**src/hw/rtl/y2a_pkg.sv**
```systemverilog
// shared types and constants for the yuy2 to argb pair unpacker
`default_nettype none
package y2a_pkg;

	// configuration register indexes
	typedef enum logic [0:0] {
		RegKeyEnable    = 1'b0,
		RegKeyThreshold = 1'b1
	} cfg_reg_t;

	// widths of the conversion datapath
	localparam int ProdW   = 18;
	localparam int SumW    = 19;
	localparam int ThreshW = 9;

	// bt.601 studio-range coefficients and offsets
	localparam logic signed [ProdW-1:0] CoefY     = 18'sd298;
	localparam logic signed [ProdW-1:0] CoefRv    = 18'sd409;
	localparam logic signed [ProdW-1:0] CoefGu    = 18'sd100;
	localparam logic signed [ProdW-1:0] CoefGv    = 18'sd208;
	localparam logic signed [ProdW-1:0] CoefBu    = 18'sd516;
	localparam logic signed [ProdW-1:0] LumaOff   = 18'sd16;
	localparam logic signed [ProdW-1:0] ChromaOff = 18'sd128;
	localparam logic signed [SumW-1:0]  RoundAdd  = 19'sd128;
	localparam logic signed [SumW-1:0]  ByteMax   = 19'sd255;
	localparam logic [7:0]              AlphaOn   = 8'hff;

	// chroma contributions shared by both lanes
	typedef struct packed {
		logic signed [ProdW-1:0] r_term;
		logic signed [ProdW-1:0] g_term;
		logic signed [ProdW-1:0] b_term;
	} chroma_t;

endpackage
`default_nettype wire

```
**src/hw/rtl/y2a_chroma.sv**
```systemverilog
// shared chroma products for both pixel lanes
`default_nettype none
module y2a_chroma (
	input  wire logic             clk,
	input  wire logic             en,
	input  wire logic [7:0]       u,
	input  wire logic [7:0]       v,
	output y2a_pkg::chroma_t      chroma_s1
);
	import y2a_pkg::*;

	logic signed [ProdW-1:0] d_val;
	logic signed [ProdW-1:0] e_val;
	chroma_t                 chroma_d;

	// centre chroma and scale by the fixed coefficients
	always_comb begin
		d_val = $signed({{(ProdW-8){1'b0}}, u}) - ChromaOff;
		e_val = $signed({{(ProdW-8){1'b0}}, v}) - ChromaOff;
		chroma_d.r_term = ProdW'(e_val * CoefRv);
		chroma_d.g_term = ProdW'(-(d_val * CoefGu) - (e_val * CoefGv));
		chroma_d.b_term = ProdW'(d_val * CoefBu);
	end

	// stage one register
	always_ff @(posedge clk) begin
		if (en) begin
			chroma_s1 <= chroma_d;
		end
	end

endmodule
`default_nettype wire

```
**src/hw/rtl/y2a_lane.sv**
```systemverilog
// one pixel lane: luma product, channel sums, floor shift and clamp
`default_nettype none
module y2a_lane (
	input  wire logic             clk,
	input  wire logic             en,
	input  wire logic [7:0]       y,
	input  y2a_pkg::chroma_t      chroma_s1,
	output logic [23:0]           rgb
);
	import y2a_pkg::*;

	logic signed [ProdW-1:0] luma_c;
	logic signed [ProdW-1:0] luma_s1;
	logic signed [SumW-1:0]  sum_r;
	logic signed [SumW-1:0]  sum_g;
	logic signed [SumW-1:0]  sum_b;

	function automatic logic [7:0] clamp_byte(input logic signed [SumW-1:0] s);
		logic signed [SumW-1:0] sh;
		sh = s >>> 8;
		if (sh < 0) begin
			clamp_byte = 8'h00;
		end else if (sh > ByteMax) begin
			clamp_byte = 8'hff;
		end else begin
			clamp_byte = sh[7:0];
		end
	endfunction

	// scaled luma, registered alongside the chroma products
	assign luma_c = $signed({{(ProdW-8){1'b0}}, y}) - LumaOff;

	always_ff @(posedge clk) begin
		if (en) begin
			luma_s1 <= ProdW'(luma_c * CoefY);
		end
	end

	// channel sums with rounding
	always_comb begin
		sum_r = SumW'(luma_s1) + SumW'(chroma_s1.r_term) + RoundAdd;
		sum_g = SumW'(luma_s1) + SumW'(chroma_s1.g_term) + RoundAdd;
		sum_b = SumW'(luma_s1) + SumW'(chroma_s1.b_term) + RoundAdd;
	end

	// shift down and clamp each channel
	assign rgb = {clamp_byte(sum_r), clamp_byte(sum_g), clamp_byte(sum_b)};

endmodule
`default_nettype wire

```
**src/hw/rtl/yuy2_to_argb_pair_unpack_top.sv**
```systemverilog
// yuy2 to argb pair unpacker: two pixel lanes and the alpha and keying merge
//
//  channel  | signals                          | carries
//  ---------+----------------------------------+-------------------------------
//  input    | in_valid, in_stall, yuy2_word    | one packed yuy2 word
//  output   | out_valid, out_stall, *_argb     | two argb pixels per word
//  config   | cfg_we, cfg_index, cfg_data      | keying enable and threshold
//
// one word per cycle sustained while the output is not stalled; an accepted word is registered
// in stage one (product stage), then in the output register (sum, clamp and merge stage).
// reset clears the configuration registers and the stage valid flags.
// a stalled output holds its word; a new word is still taken while stage one
// is empty, and in_stall rises only when stage one is full and blocked.
`default_nettype none
module yuy2_to_argb_pair_unpack_top (
	input  wire logic                  clk,
	input  wire logic                  arst_n,
	input  wire logic                  cfg_we,
	input  y2a_pkg::cfg_reg_t          cfg_index,
	input  wire logic [8:0]            cfg_data,
	input  wire logic                  in_valid,
	output logic                       in_stall,
	input  wire logic [31:0]           yuy2_word,
	output logic                       out_valid,
	input  wire logic                  out_stall,
	output logic [31:0]                first_pixel_argb,
	output logic [31:0]                second_pixel_argb
);
	import y2a_pkg::*;

	logic               keying_enable_q;
	logic [ThreshW-1:0] key_threshold_q;
	logic               valid_s1;
	logic               valid_s2;
	logic               key_s1;
	logic               en_s1;
	logic               en_s2;
	logic               key_d;
	logic               all_below;
	chroma_t            chroma_s1;
	logic [23:0]        rgb_first;
	logic [23:0]        rgb_second;
	logic [7:0]         alpha;
	logic [31:0]        first_s2;
	logic [31:0]        second_s2;

	// configuration registers
	always_ff @(posedge clk or negedge arst_n) begin
		if (!arst_n) begin
			keying_enable_q <= 1'b0;
			key_threshold_q <= '0;
		end else if (cfg_we) begin
			unique case (cfg_index)
				RegKeyEnable:    keying_enable_q <= cfg_data[0];
				RegKeyThreshold: key_threshold_q <= cfg_data;
				default:         ;
			endcase
		end
	end

	// pipeline advance
	assign en_s2    = !valid_s2 || !out_stall;
	assign en_s1    = !valid_s1 || en_s2;
	assign in_stall = !en_s1;

	always_ff @(posedge clk or negedge arst_n) begin
		if (!arst_n) begin
			valid_s1 <= 1'b0;
			valid_s2 <= 1'b0;
		end else begin
			if (en_s1) begin
				valid_s1 <= in_valid;
			end
			if (en_s2) begin
				valid_s2 <= valid_s1;
			end
		end
	end

	// background key decision on the incoming word
	assign all_below = ({1'b0, yuy2_word[31:24]} < key_threshold_q) &&
	                   ({1'b0, yuy2_word[23:16]} < key_threshold_q) &&
	                   ({1'b0, yuy2_word[15:8]}  < key_threshold_q) &&
	                   ({1'b0, yuy2_word[7:0]}   < key_threshold_q);
	assign key_d = keying_enable_q && ((yuy2_word == '0) || all_below);

	always_ff @(posedge clk) begin
		if (en_s1) begin
			key_s1 <= key_d;
		end
	end

	// shared chroma and the two pixel lanes
	y2a_chroma u_chroma (
		.clk       (clk),
		.en        (en_s1),
		.u         (yuy2_word[23:16]),
		.v         (yuy2_word[7:0]),
		.chroma_s1 (chroma_s1)
	);

	y2a_lane u_lane_first (
		.clk       (clk),
		.en        (en_s1),
		.y         (yuy2_word[31:24]),
		.chroma_s1 (chroma_s1),
		.rgb       (rgb_first)
	);

	y2a_lane u_lane_second (
		.clk       (clk),
		.en        (en_s1),
		.y         (yuy2_word[15:8]),
		.chroma_s1 (chroma_s1),
		.rgb       (rgb_second)
	);

	// merge: shared alpha and keying
	assign alpha = ((rgb_first != '0) || (rgb_second != '0)) ? AlphaOn : 8'h00;

	always_ff @(posedge clk) begin
		if (en_s2) begin
			if (key_s1) begin
				first_s2  <= '0;
				second_s2 <= '0;
			end else begin
				first_s2  <= {alpha, rgb_first};
				second_s2 <= {alpha, rgb_second};
			end
		end
	end

	assign out_valid         = valid_s2;
	assign first_pixel_argb  = first_s2;
	assign second_pixel_argb = second_s2;

`ifndef SYNTHESIS
	// stall only when stage one holds a word
	a_stall_needs_s1: assert property (@(posedge clk) disable iff (!arst_n)
		in_stall |-> valid_s1)
		else $error("input stalled with stage one empty");

	// an accepted word lands in stage one
	a_accept_to_s1: assert property (@(posedge clk) disable iff (!arst_n)
		in_valid && !in_stall |=> valid_s1)
		else $error("accepted word lost before stage one");

	// stage one moves to the output when it advances
	a_s1_to_out: assert property (@(posedge clk) disable iff (!arst_n)
		valid_s1 && en_s2 |=> out_valid)
		else $error("stage one word did not reach the output");

	// both pixels share one alpha
	a_alpha_shared: assert property (@(posedge clk) disable iff (!arst_n)
		out_valid |-> first_pixel_argb[31:24] == second_pixel_argb[31:24])
		else $error("pixel alphas differ");

	// zero alpha only for an all-zero pair
	a_alpha_zero: assert property (@(posedge clk) disable iff (!arst_n)
		out_valid && (first_pixel_argb[31:24] == 8'h00) |->
			(first_pixel_argb == '0) && (second_pixel_argb == '0))
		else $error("zero alpha with colour present");
`endif

endmodule
`default_nettype wire

```
**config.mk**
```make
export PLATFORM = sky130hd
export DESIGN_NAME = yuy2_to_argb_pair_unpack_top
export DESIGN_NICKNAME = d
export VERILOG_FILES = /design/src/hw/rtl/y2a_pkg.sv /design/src/hw/rtl/y2a_chroma.sv /design/src/hw/rtl/y2a_lane.sv /design/src/hw/rtl/yuy2_to_argb_pair_unpack_top.sv
export SDC_FILE = /design/constraint.sdc
export NUM_CORES = 1
export LEC_CHECK = 0
export BUFFER_PORTS_ARGS = -buffer_cell sky130_fd_sc_hd__buf_2
export CAP_MARGIN = 5
export CORE_MARGIN = 4
export CORE_UTILIZATION = 57
export DETAILED_ROUTE_END_ITERATION = 7
export MAX_ROUTING_LAYER = met4
export PLACE_DENSITY_LB_ADDON = 0.3
export SYNTH_ARGS = -nofsm -noshare
export SYNTH_HDL_FRONTEND = slang
export SYNTH_HIERARCHICAL = 1
export SYNTH_SLANG_ARGS = --single-unit
```
**constraint.sdc**
```tcl
create_clock -name clk -period 3.4 [get_ports clk]
set_input_delay 0.34 -clock clk [delete_from_list [all_inputs] [get_ports clk]]
set_output_delay 0.34 -clock clk [all_outputs]
set_load 0.01 [all_outputs]
```
* Word-level counts from Yosys, hierarchy flattened *
Cells that the tools add are included.

operators by class
  add/sub/neg operators = 18
  $mul = 6
  $lt $le $gt $ge = 16
  mux-type cells = 13
  bitwise gates (word level) = 1
  reduce and logical (&&, ||, !) cells = 17

operator list
  operator                                                        count
  adder 18 x 18 -> 19 bit                                         6
  adder 19 x 9 -> 19 bit, second input constant                   6
  2-to-1 mux 8 bit                                                13
  greater-than comparator 11 x 9 -> 1 bit, second input constant  6
  less-than comparator 11 x 1 -> 1 bit, second input constant     6
  nonzero test 24 bit                                             2
  less-than comparator 8 x 9 -> 1 bit                             4
  multiplier 18 x 9 -> 17 bit, second input constant              2
  logical NOT 32 bit                                              1
  multiplier 18 x 10 -> 18 bit, second input constant             1
  multiplier 18 x 5 -> 14 bit, second input constant              1
  multiplier 18 x 6 -> 16 bit, second input constant              1
  multiplier 18 x 9 -> 16 bit, second input constant              1
  negation 18 bit                                                 1
  subtractor 18 bit                                               1
  subtractor 8 x 5 -> 9 bit, second input constant                2
  subtractor 8 x 8 -> 9 bit, second input constant                2
  logical AND 1 bit                                               4
  logical NOT 1 bit                                               4
  logical OR 1 bit                                                4
  AND reduction 2 bit                                             2
  NOT 1 bit                                                       1

word-level totals
  bits in registers = 163
  input bits = 47
  output and inout port bits = 66
  word-level logic and storage cells = 83

* Logic depth before layout (Yosys ltp) *
Gate-level depths: netlist of the first run.

  depth in word-level cells = 8
  depth in mapped cells = 21
  depth with buffers taken out = 21

* Cells and area by module *
The synthesis of the first run kept the hierarchy.

modules (own cells, without submodules)
  module                        times used  cells an instance  area an instance (um2)  seq. area each (um2)
  y2a_chroma                    1           535                5,632.9                 1,471.4
  y2a_lane (u_lane_second)      1           481                4,345.4                 510.5
  y2a_lane (u_lane_first)       1           466                4,239.1                 510.5
  yuy2_to_argb_pair_unpack_top  1           255                3,229.3                 1,801.7

* Least setup slack after synthesis of the first run *
No wires, ideal clock.

  kind = input port to flip-flop
  start point = input port yuy2_word[28]
  end point = register u_lane_first.luma_s1[16] (data pin)
  setup time = 0.195 ns
  arrival time = 4.870 ns
  data required time = 3.205 ns
  path slack = -1.665 ns
  cell stages on the path = 17
  path buffers = 0
  cell sequence = inv_1 > ha_1 > nor3b_1 > ha_1 > ha_1 > inv_1 > fa_1 > fa_1 > inv_1 > ha_1 > o21ai_0 > a21boi_0 > o21ai_0 > a21oi_1 > o21ai_0 > or4b_2 > o311ai_0

between the ends
  longest elaborated chain between the ends = 2

RTL lines
  item                         line                                RTL
  start, declared              yuy2_to_argb_pair_unpack_top.sv:23  input wire logic [31:0] yuy2_word,
  subtractor 8 x 5 -> 9 bit    y2a_lane.sv:31                      assign luma_c = $signed({{(ProdW-8){1'b0}}, y}) - LumaOff;
  multiplier 18 x 9 -> 17 bit  y2a_lane.sv:35                      luma_s1 <= ProdW'(luma_c * CoefY);
  end signal, assigned         y2a_lane.sv:35
  end, declared                y2a_lane.sv:13                      logic signed [ProdW-1:0] luma_s1;

No other way between the ends.
A chain may end at the register's enable or synchronous reset.

==> results.cfg, run 1 <==
[run_status]
status = complete, but fails checks
violations = negative setup slack

[worst_setup_path]
crit_fanout = 3
cp-end-kind = register
worst_setup_path_start_kind = input pin
critPathBufInv = 3
crit_path_start = yuy2_word[17]
critical_path_arrival_ps = 4390
worstSetupPathType = input pin to register
cp_slowest_stage_delay_ps = 550
cp_top_family = adder cells
crit_top_cell = ha_4
cpMaxStageDelayCell = fa_1
worstPathCellList = buf_8, ha_4, fa_1, ha_4, ha_4, inv_2, fa_2, nor2b_2, o21ai_2, a21boi_2, o21ai_2, a21oi_2, xnor2_1, ha_1, ha_4, inv_1, o21bai_1, a221o_1, a31oi_2, xor3_1
required_ps = 3590
reg2reg_from = u_lane_first/luma_s1[3]

[floorplanning]
ios = 113
die_h_um = 183
initial_core_util_pct = 58.2
core_area_mm2 = 0.0299
dieArea_mm2 = 0.0334
num_rows = 63
fp.dieW_um = 183

[power_and_ir_drop]
netSwitchingPower_uw = 13600
p_sw_share_pct = 46.1
pwr-share-seq_pct = 12.4
ir_drop_mv = 0.633
p_clk_share_pct = 7.0
internal_power_uw = 15900
p_leak_uw = 0.0119
p_total_uw = 29400
powerDensity_mw_per_mm2 = 1180
pwr-share-comb_pct = 80.6

[sta]
rsz0062_at_grt = yes
worst_pin_slew_ps = 1090
hold_viol_final = 0
relSlewSlack_pct = 27.2
min_period_ps = 4200
fin_worst_skew_ps = 16.2
timing.fmax_mhz = 238
slew_viol_final = 0
setup_viol = 55
period_share_pct = 124
setup_ws_ps = -802

[clock_tree]
cts_tree = built
h-tree-depth = 4
clk_latency_ps = 460
cts_buffers = 17
cts-root-buf = clkbuf_16
clk_pin_slew_ps = 70
clockBufferDepth = 2
cts_sinks = 144

[finish]
post_layout_nonfiller_instances = 2702
postLayoutCellArea_mm2 = 0.0250
drive_gt1_share_pct = 39.9
fin_nets = 2838
area_growth_pct = 43.4

[yosys]
syn_area_mm2 = 0.0174
synth_warnings = 6
netlist_instances = 1734
syn_avg_cell_area_um2 = 10.0

[grt]
grt_pass1_wl_um = 84500
overflow = 0
grt_use_total_pct = 33.0
grt_pass1_vias = 16400
grt_max_degree = 51
grt_antenna_before_repair = 1

[place]
pre_cts_ws_ps = -1180
dp_hpwl_um = 39700
io_buffers = 112
place_inst = 2608
placed_area_mm2 = 0.0220
globalplace.congestion = 0.962

[drt]
vias = 16900
drc = 0
ant_nets = 0
dr.first_iter.drc_count = 1523
finalWirelength_um = 64900
firstDrtPassIters = 5
via_per_inst = 6.25
wl_per_cell_um = 24.0

[job]
max_cap_violations = 0

[min_path]
hp-class = input pin to register
hold_path.startpoint = cfg_data[5]
## cells in the final DEF (no fill, tap or decap), types with 10 or more instances in the layout
master,n
o21ai_2,14
dfrtp_1,12
nor2_1,68
nor3_1,28
buf_4,408
a21o_1,30
nor4_1,14
nor2b_4,11
ha_4,82
o21a_1,46
nand2_1,47
xnor2_1,64
o21bai_1,10
nand4_1,13
xor2_1,29
a31oi_1,19
buf_2,102
ha_1,358
nand3_1,20
a21oi_1,54
a21oi_2,22
o21ai_0,23
edfxtp_1,132
fa_1,44
clkbuf_16,17
nor2b_1,46
o211ai_1,10
inv_2,24
buf_6,51
inv_1,196
a21oi_4,14
nand2b_1,17
## state kept, by name, summed over array words and instances (netlist names)
register / flops
u_chroma/chroma_s1: 48
second_pixel_argb: 24
key_s1: 1
u_lane_first/luma_s1: 17
key_threshold_q: 9
first_pixel_argb: 25
valid_s1: 1
u_lane_second/luma_s1: 17
out_valid: 1
keying_enable_q: 1
## power groups by stage
stage,clock (µW),combinational (µW),sequential [µW]
floorplan,0,11100,3540
global placement,0,17600,3600
detailed placement,0,18100,3620
CTS,1980,19700,3590
global route,2120,25100,3670
finish,2050,23700,3650
## per-stage QoR
step / TNS [ps] / hold WS [ps] / util (%)
finish: -13080 / 105 / 83.5
global route: -15870 / 101 / 83.5
CTS: -5550 / 101 / 79.1
detailed placement: -26940 / 287 / 73.5
global placement: -23120 / 284 / 73.5
floorplan: -6830 / 44.4 / -
## worst paths after layout
check / to / slack (ps) / depth (start not counted)
worst min-delay path: key_threshold_q[5] / 100 / 2
max in group asynchronous: key_threshold_q[1] / 2700 / 2
worst max-delay path: u_chroma/chroma_s1[35] / -800 / 20
min in group asynchronous: valid_s1 / 380 / 2
worst max register to register: first_pixel_argb[30] / -660 / 15
worst min register to register: key_threshold_q[5] / 490 / 1
## per-layer routing
| layer | up-vias | part of all wire, % | track usage [%] |
|---|---|---|---|
| li1 | 7397 | - | - |
| met1 | 7966 | 36 | 36.5 |
| met2 | 1074 | 48 | 57.4 |
| met3 | 446 | 7.3 | 5.00 |
| met4 | 0 | 9.3 | 17.9 |
| met5 | - | 0 | - |
## timing repair
action / in CTS / in global routing
buffers inserted: 40 / 40
hold buffers: 1 / 0
hold endpoints to repair: 12 / 0
pin swaps: 140 / 118
endpoints found under the setup margin: 51 / 73
resized for setup: 157 / 185
## final cells by class
cell class / count / area (µm²)
Clock inverter: 14 / 178
Tap cell: 390 / 488
Timing Repair Buffer: 569 / 4280
Antenna cell: 1 / 2.50
Multi-Input combinational cell: 1338 / 14400
Inverter: 228 / 920
Sequential cell: 144 / 4260
Fill cell: 1519 / 4910
Clock buffer: 18 / 429
(Power assumes the default switching activity.)
==> run 2, diff against run 1 <==
- CORE_UTILIZATION: 57 -> 50
- CTS_BUF_LIST: not set -> sky130_fd_sc_hd__clkbuf_4 sky130_fd_sc_hd__clkbuf_8 sky130_fd_sc_hd__clkbuf_16
==> run 2 against run 1 <==
  * The run still ends with negative setup slack left
  * Die area up 13%
  * Worst hold slack worse by 20 ps
  * Sequential share of layout area up 0.096 points
  * Critical path depth up 1
  * Largest power group unchanged
  * Clock-buffer cell count unchanged
  * Register-to-register slack better by 60 ps
==> results.cfg, run 2 (same netlist as run 1, synthesis figures left out) <==
[floorplanning]
fp.dieW_um = 195
core_area_mm2 = 0.0345
initial_core_util_pct = 50.5
die_h_um = 195
ios = 113
dieArea_mm2 = 0.0379
num_rows = 68

[grt]
overflow = 0
grt_antenna_before_repair = 0
grt_pass1_wl_um = 78300
grt_use_total_pct = 26.4
grt_pass1_vias = 15600
grt_max_degree = 51

[run_status]
violations = negative setup slack
status = complete, but fails checks

[power_and_ir_drop]
ir_drop_mv = 0.644
p_total_uw = 27400
p_leak_uw = 0.0119
powerDensity_mw_per_mm2 = 1110

[finish]
largest_reg_flops = 48
largest_register = u_chroma/chroma_s1
multi_input_area_mm2 = 0.0141
ff_latch_area_mm2 = 0.00426
diodes = 0
final_common_cell = buf_4
fin_nets = 2846
drive_gt1_share_pct = 39.2
area_growth_pct = 42.6
final_cell_mix = buf_4, ha_1, inv_1
n_fill_cell = 2349

[clock_tree]
h-tree-depth = 4
cts-root-buf = clkbuf_16
cts_tree = built
clk_pin_slew_ps = 70
cts_sinks = 144
clk_latency_ps = 450
cts_buffers = 17
clockBufferDepth = 2

[drt]
wl_per_cell_um = 18.6
finalWirelength_um = 51600
via_per_inst = 5.46
drc = 0
ant_nets = 0
firstDrtPassIters = 5
dr.first_iter.drc_count = 798
vias = 15200

[place]
globalplace.congestion = 0.922
dp_hpwl_um = 39700
io_buffers = 112

[worst_setup_path]
crit_path_start = yuy2_word[17]
reg2reg_from = u_lane_first/luma_s1[3]
critPathBufInv = 3
worst_setup_path_start_kind = input pin
worstPathCellList = buf_8, ha_4, fa_1, ha_4, ha_4, inv_2, fa_2, nor2b_1, o21ai_1, a21boi_1, o21ai_2, nand2b_1, xnor2_1, ha_1, ha_4, buf_6, nand2_4, o211ai_2, a221o_1, a31oi_2, xor3_1
cp-end-kind = register
critical_path_arrival_ps = 4300
cp_slowest_stage_delay_ps = 530
crit_fanout = 4
worstSetupPathType = input pin to register
cp_top_family = adder cells
required_ps = 3590
crit_top_cell = ha_4
cpMaxStageDelayCell = fa_1

[sta]
setup_ws_ps = -713
timing.fmax_mhz = 243
hold_viol_final = 0
min_period_ps = 4110
fin_worst_skew_ps = 11.8
finalSetupTns_ps = -7000
period_share_pct = 121
slew_viol_final = 0
worst_pin_slew_ps = 1090
relSlewSlack_pct = 27.1
rsz0062_at_grt = yes
whs_ps = 84.7
setup_viol = 30

[min_path]
hp-class = input pin to register
hold_path.startpoint = in_valid

[job]
max_cap_violations = 0
[run 2: cell types whose count changed in the layout (fill, tap and decap cells not counted), moves of 4 or more]
cell     change
buf_4       +25
buf_6       -14
xor2_1       +9
o21ai_1      +7
xor2_2       -6
buf_2        -5
a21oi_4      -4
inv_1        -4
inv_6        -4
nor2b_1      +4
[run 2: worst paths after layout]
| kind | end | depth (start not counted) | slack, ps |
|---|---|---|---|
| worst max-delay path | u_chroma/chroma_s1[35] | 21 | -710 |
| worst min-delay path | valid_s1 | 2 | 80 |
| worst max register to register | first_pixel_argb[30] | 16 | -600 |
| worst min register to register | key_threshold_q[3] | 1 | 490 |
| max in group asynchronous | keying_enable_q | 2 | 2820 |
| min in group asynchronous | valid_s1 | 2 | 320 |
[run 2: layout make-up]
| cell class | count | share of cell area (%) |
|---|---|---|
| repair buffers | 577 | 17.4 |
| clock buffers | 18 | 1.74 |
| flip-flops and latches | 144 | 17.2 |
| inverters | 228 | 3.72 |
| clock inverters | 13 | 0.660 |
| well taps | 455 | 2.29 |
| multi-input cells | 1338 | 57.0 |
[run 2: through the flow]
stage	utilization, %	instances	instance area [µm²]	setup WS (ps)
6_report	72.0	2773	24800	-713
5_1_grt	72.0	2773	24800	-853
4_1_cts	69.1	2740	23800	-589
3_5_place_dp	64.0	2670	22000	-1220
3_3_place_gp	64.0	2670	22000	-1100
2_1_floorplan	-	1735	18100	-770
[run 2: worst register-to-register path, cell delays in order (launching register included)]
cell	delay, ps
edfxtp_1	450
ha_1	330
ha_2	170
a41o_1	210
a2111o_1	440
and3_4	200
o2111ai_4	220
nand4_4	130
and4b_4	210
a311oi_4	280
buf_6	210
a21oi_4	60
nor4_2	300
buf_4	160
nand4_1	100
nor3_2	190
nor2_1	70
[run 2: repair_timing]
action	CTS	global route
buffers inserted	42	40
endpoints found under the hold margin	12	0
setup endpoints to repair	43	59
hold buffers	1	0
gates resized for setup	164	140
pin swaps	135	116
[run 2: metal layers]
layer | track usage, % | share of wire (%) | up-vias
li1 | - | - | 7400
met1 | 31.8 | 42 | 7251
met2 | 45.1 | 49 | 375
met3 | 3.15 | 3.8 | 126
met4 | 11.1 | 4.9 | 0
met5 | - | 0 | -
[run 2: power by group]
| part | internal [µW] | switching, µW | leakage [µW] |
|---|---|---|---|
| Combinational | 11300 | 10600 | 0.0101 |
| Clock | 1160 | 796 | 0.000279 |
| Sequential | 3080 | 558 | 0.00150 |
==> run 3, diff against run 2 <==
- CAP_MARGIN: 5 -> not set
- CORE_ASPECT_RATIO: not set -> 1.2
- CORE_MARGIN: 4 -> not set
==> run 3 against run 2 <==
  * The run still ends with negative setup slack left
  * Cell area shrank 1.6%
  * Power is 3.4% lower
  * Setup slack better by 83 ps
  * Routed wire length grew 0.44%
  * Sequential cell count is the same
  * Fmax is 2.1% higher
  * Clock skew decreased by 2.7 ps
  * Clock-buffer cell count did not move
  * Utilization fell by 0.58 points
  * Combinational power fell by 3%
  * Final cell count is 0.79% lower
  * Via count grew 0.71%
  * Largest cell class unchanged
==> results.cfg, run 3 (same netlist as run 1, synthesis figures left out) <==
[run_status]
status = complete, but fails checks
violations = negative setup slack

[clock_tree]
clk_pin_slew_ps = 60
h-tree-depth = 4
cts_tree = built
cts-root-buf = clkbuf_16
cts_buffers = 17
clockBufferDepth = 2
cts_sinks = 144
clk_latency_ps = 440

[sta]
relSlewSlack_pct = 31.7
timing.fmax_mhz = 248
worst_pin_slew_ps = 1020
rsz0062_at_grt = yes
setup_viol = 33
min_period_ps = 4030
hold_viol_final = 0
setup_ws_ps = -630
fin_worst_skew_ps = 9.15
finalSetupTns_ps = -7180
slew_viol_final = 0
period_share_pct = 119

[floorplanning]
initial_core_util_pct = 50.9
die_h_um = 206
dieArea_mm2 = 0.0356
core_area_mm2 = 0.0342
num_rows = 74
fp.dieW_um = 172
ios = 113

[worst_setup_path]
cpMaxStageDelayCell = fa_1
cp_slowest_stage_delay_ps = 510
crit_top_cell = ha_4
crit_fanout = 3
cp-end-kind = register
reg2reg_from = u_lane_second/luma_s1[6]
worstPathCellList = buf_8, ha_4, fa_1, ha_4, ha_4, inv_2, fa_2, nor2b_1, o21ai_1, a21boi_1, o21ai_1, a21oi_1, xnor2_1, ha_1, ha_4, and3_4, a221o_1, a31oi_2, xor3_1
critPathBufInv = 2
worst_setup_path_start_kind = input pin
ff2ff_path_depth = 15
cp_top_family = adder cells
critical_path_arrival_ps = 4210
r2r_slack_ps = -550
rr_endpoint = first_pixel_argb[30]
worstSetupPathType = input pin to register
required_ps = 3580

[job]
max_cap_violations = 0

[place]
dp_hpwl_um = 38900
io_buffers = 112
pre_cts_ws_ps = -1180
globalplace.congestion = 0.956

[drt]
vias = 15300
via_per_inst = 5.55
ant_nets = 0
wl_per_cell_um = 18.8
firstDrtPassIters = 5
dr.first_iter.drc_count = 989
finalWirelength_um = 51800
drc = 0

[power_and_ir_drop]
p_clk_share_pct = 6.7
netSwitchingPower_uw = 11600
internal_power_uw = 14900
ir_drop_mv = 0.525
pwr-share-seq_pct = 13.6
powerDensity_mw_per_mm2 = 1090
p_sw_share_pct = 44.0
p_leak_uw = 0.0117
pwr-share-comb_pct = 79.6

[min_path]
whs_path_depth = 2
hold_end = key_threshold_q[5]
hold_path.startpoint = cfg_data[5]
hp-class = input pin to register

[grt]
grt_use_total_pct = 28.7
grt_pass1_wl_um = 75400
grt_pass1_vias = 14900
overflow = 0
grt_antenna_before_repair = 0
grt_max_degree = 51

[finish]
largest_reg_flops = 48
fin_nets = 2823
final_common_cell = buf_4
final_cell_mix = buf_4, ha_1, inv_1
largest_register = u_chroma/chroma_s1
diodes = 0
drive_gt1_share_pct = 38.3
area_growth_pct = 40.3
[run 3: changes by cell type in the layout (fill, tap and decap cells not counted), moves of 4 or more]
cell and change:
clkinv_2 +4, buf_4 -17, o21ai_2 +6, a21oi_4 -4, o21ai_1 -5, buf_6 -4
[run 3: area by class of cell]
type                            instances  area, µm²
Sequential cell                       144       4260
Clock buffer                           18        433
Fill cell                            2364       9750
Tap cell                              456        571
Timing Repair Buffer                  554       4110
Clock inverter                         13        114
Multi-Input combinational cell       1338      14000
Inverter                              228        917
[run 3: metal layers]
metal  wire length [µm]  global-route usage, %
met5                  0                      -
met1              20600                   32.1
met3               1920                   2.95
met2              26600                   50.3
met4               2690                   14.7
[run 3: repair_timing]
action / CTS / global route
hold buffers: 1 / 0
endpoints found under the setup margin: 43 / 55
buffers inserted: 35 / 27
pin swaps: 112 / 99
resized for setup: 130 / 136
endpoints found under the hold margin: 12 / 0
[run 3: stage by stage]
step	std cells	utilization, %	instance area (µm²)	hold WS, ps	total power, µW
floorplan	1735	-	18100	44.4	14600
global placement	2667	64.4	22000	282	21100
detailed placement	2667	64.4	22000	282	21600
CTS	2730	68.8	23500	99.3	24500
global route	2751	71.4	24400	101	28400
finish	2751	71.4	24400	111	26500
[run 3: worst max-delay path by stage]
| stage | start | end | slack (ps) | cells past startpoint |
|---|---|---|---|---|
| 2_1_floorplan | yuy2_word[17] | u_chroma/chroma_s1[35] | -770 | 18 |
| 3_3_place_gp | yuy2_word[18] | u_chroma/chroma_s1[35] | -1080 | 18 |
| 3_5_place_dp | yuy2_word[17] | u_chroma/chroma_s1[35] | -1180 | 19 |
| 4_1_cts | yuy2_word[17] | u_chroma/chroma_s1[35] | -630 | 19 |
| 5_1_grt | yuy2_word[17] | u_chroma/chroma_s1[35] | -820 | 20 |
| 6_report | yuy2_word[17] | u_chroma/chroma_s1[35] | -630 | 19 |
[run 3: power groups by stage]
stage	Sequential, µW	Combinational [µW]	Clock (µW)
after floorplan	3540	11100	0
after global placement	3630	17500	0
after detailed placement	3650	17900	0
after CTS	3610	19000	1800
after global routing	3680	22800	1870
final	3610	21100	1780
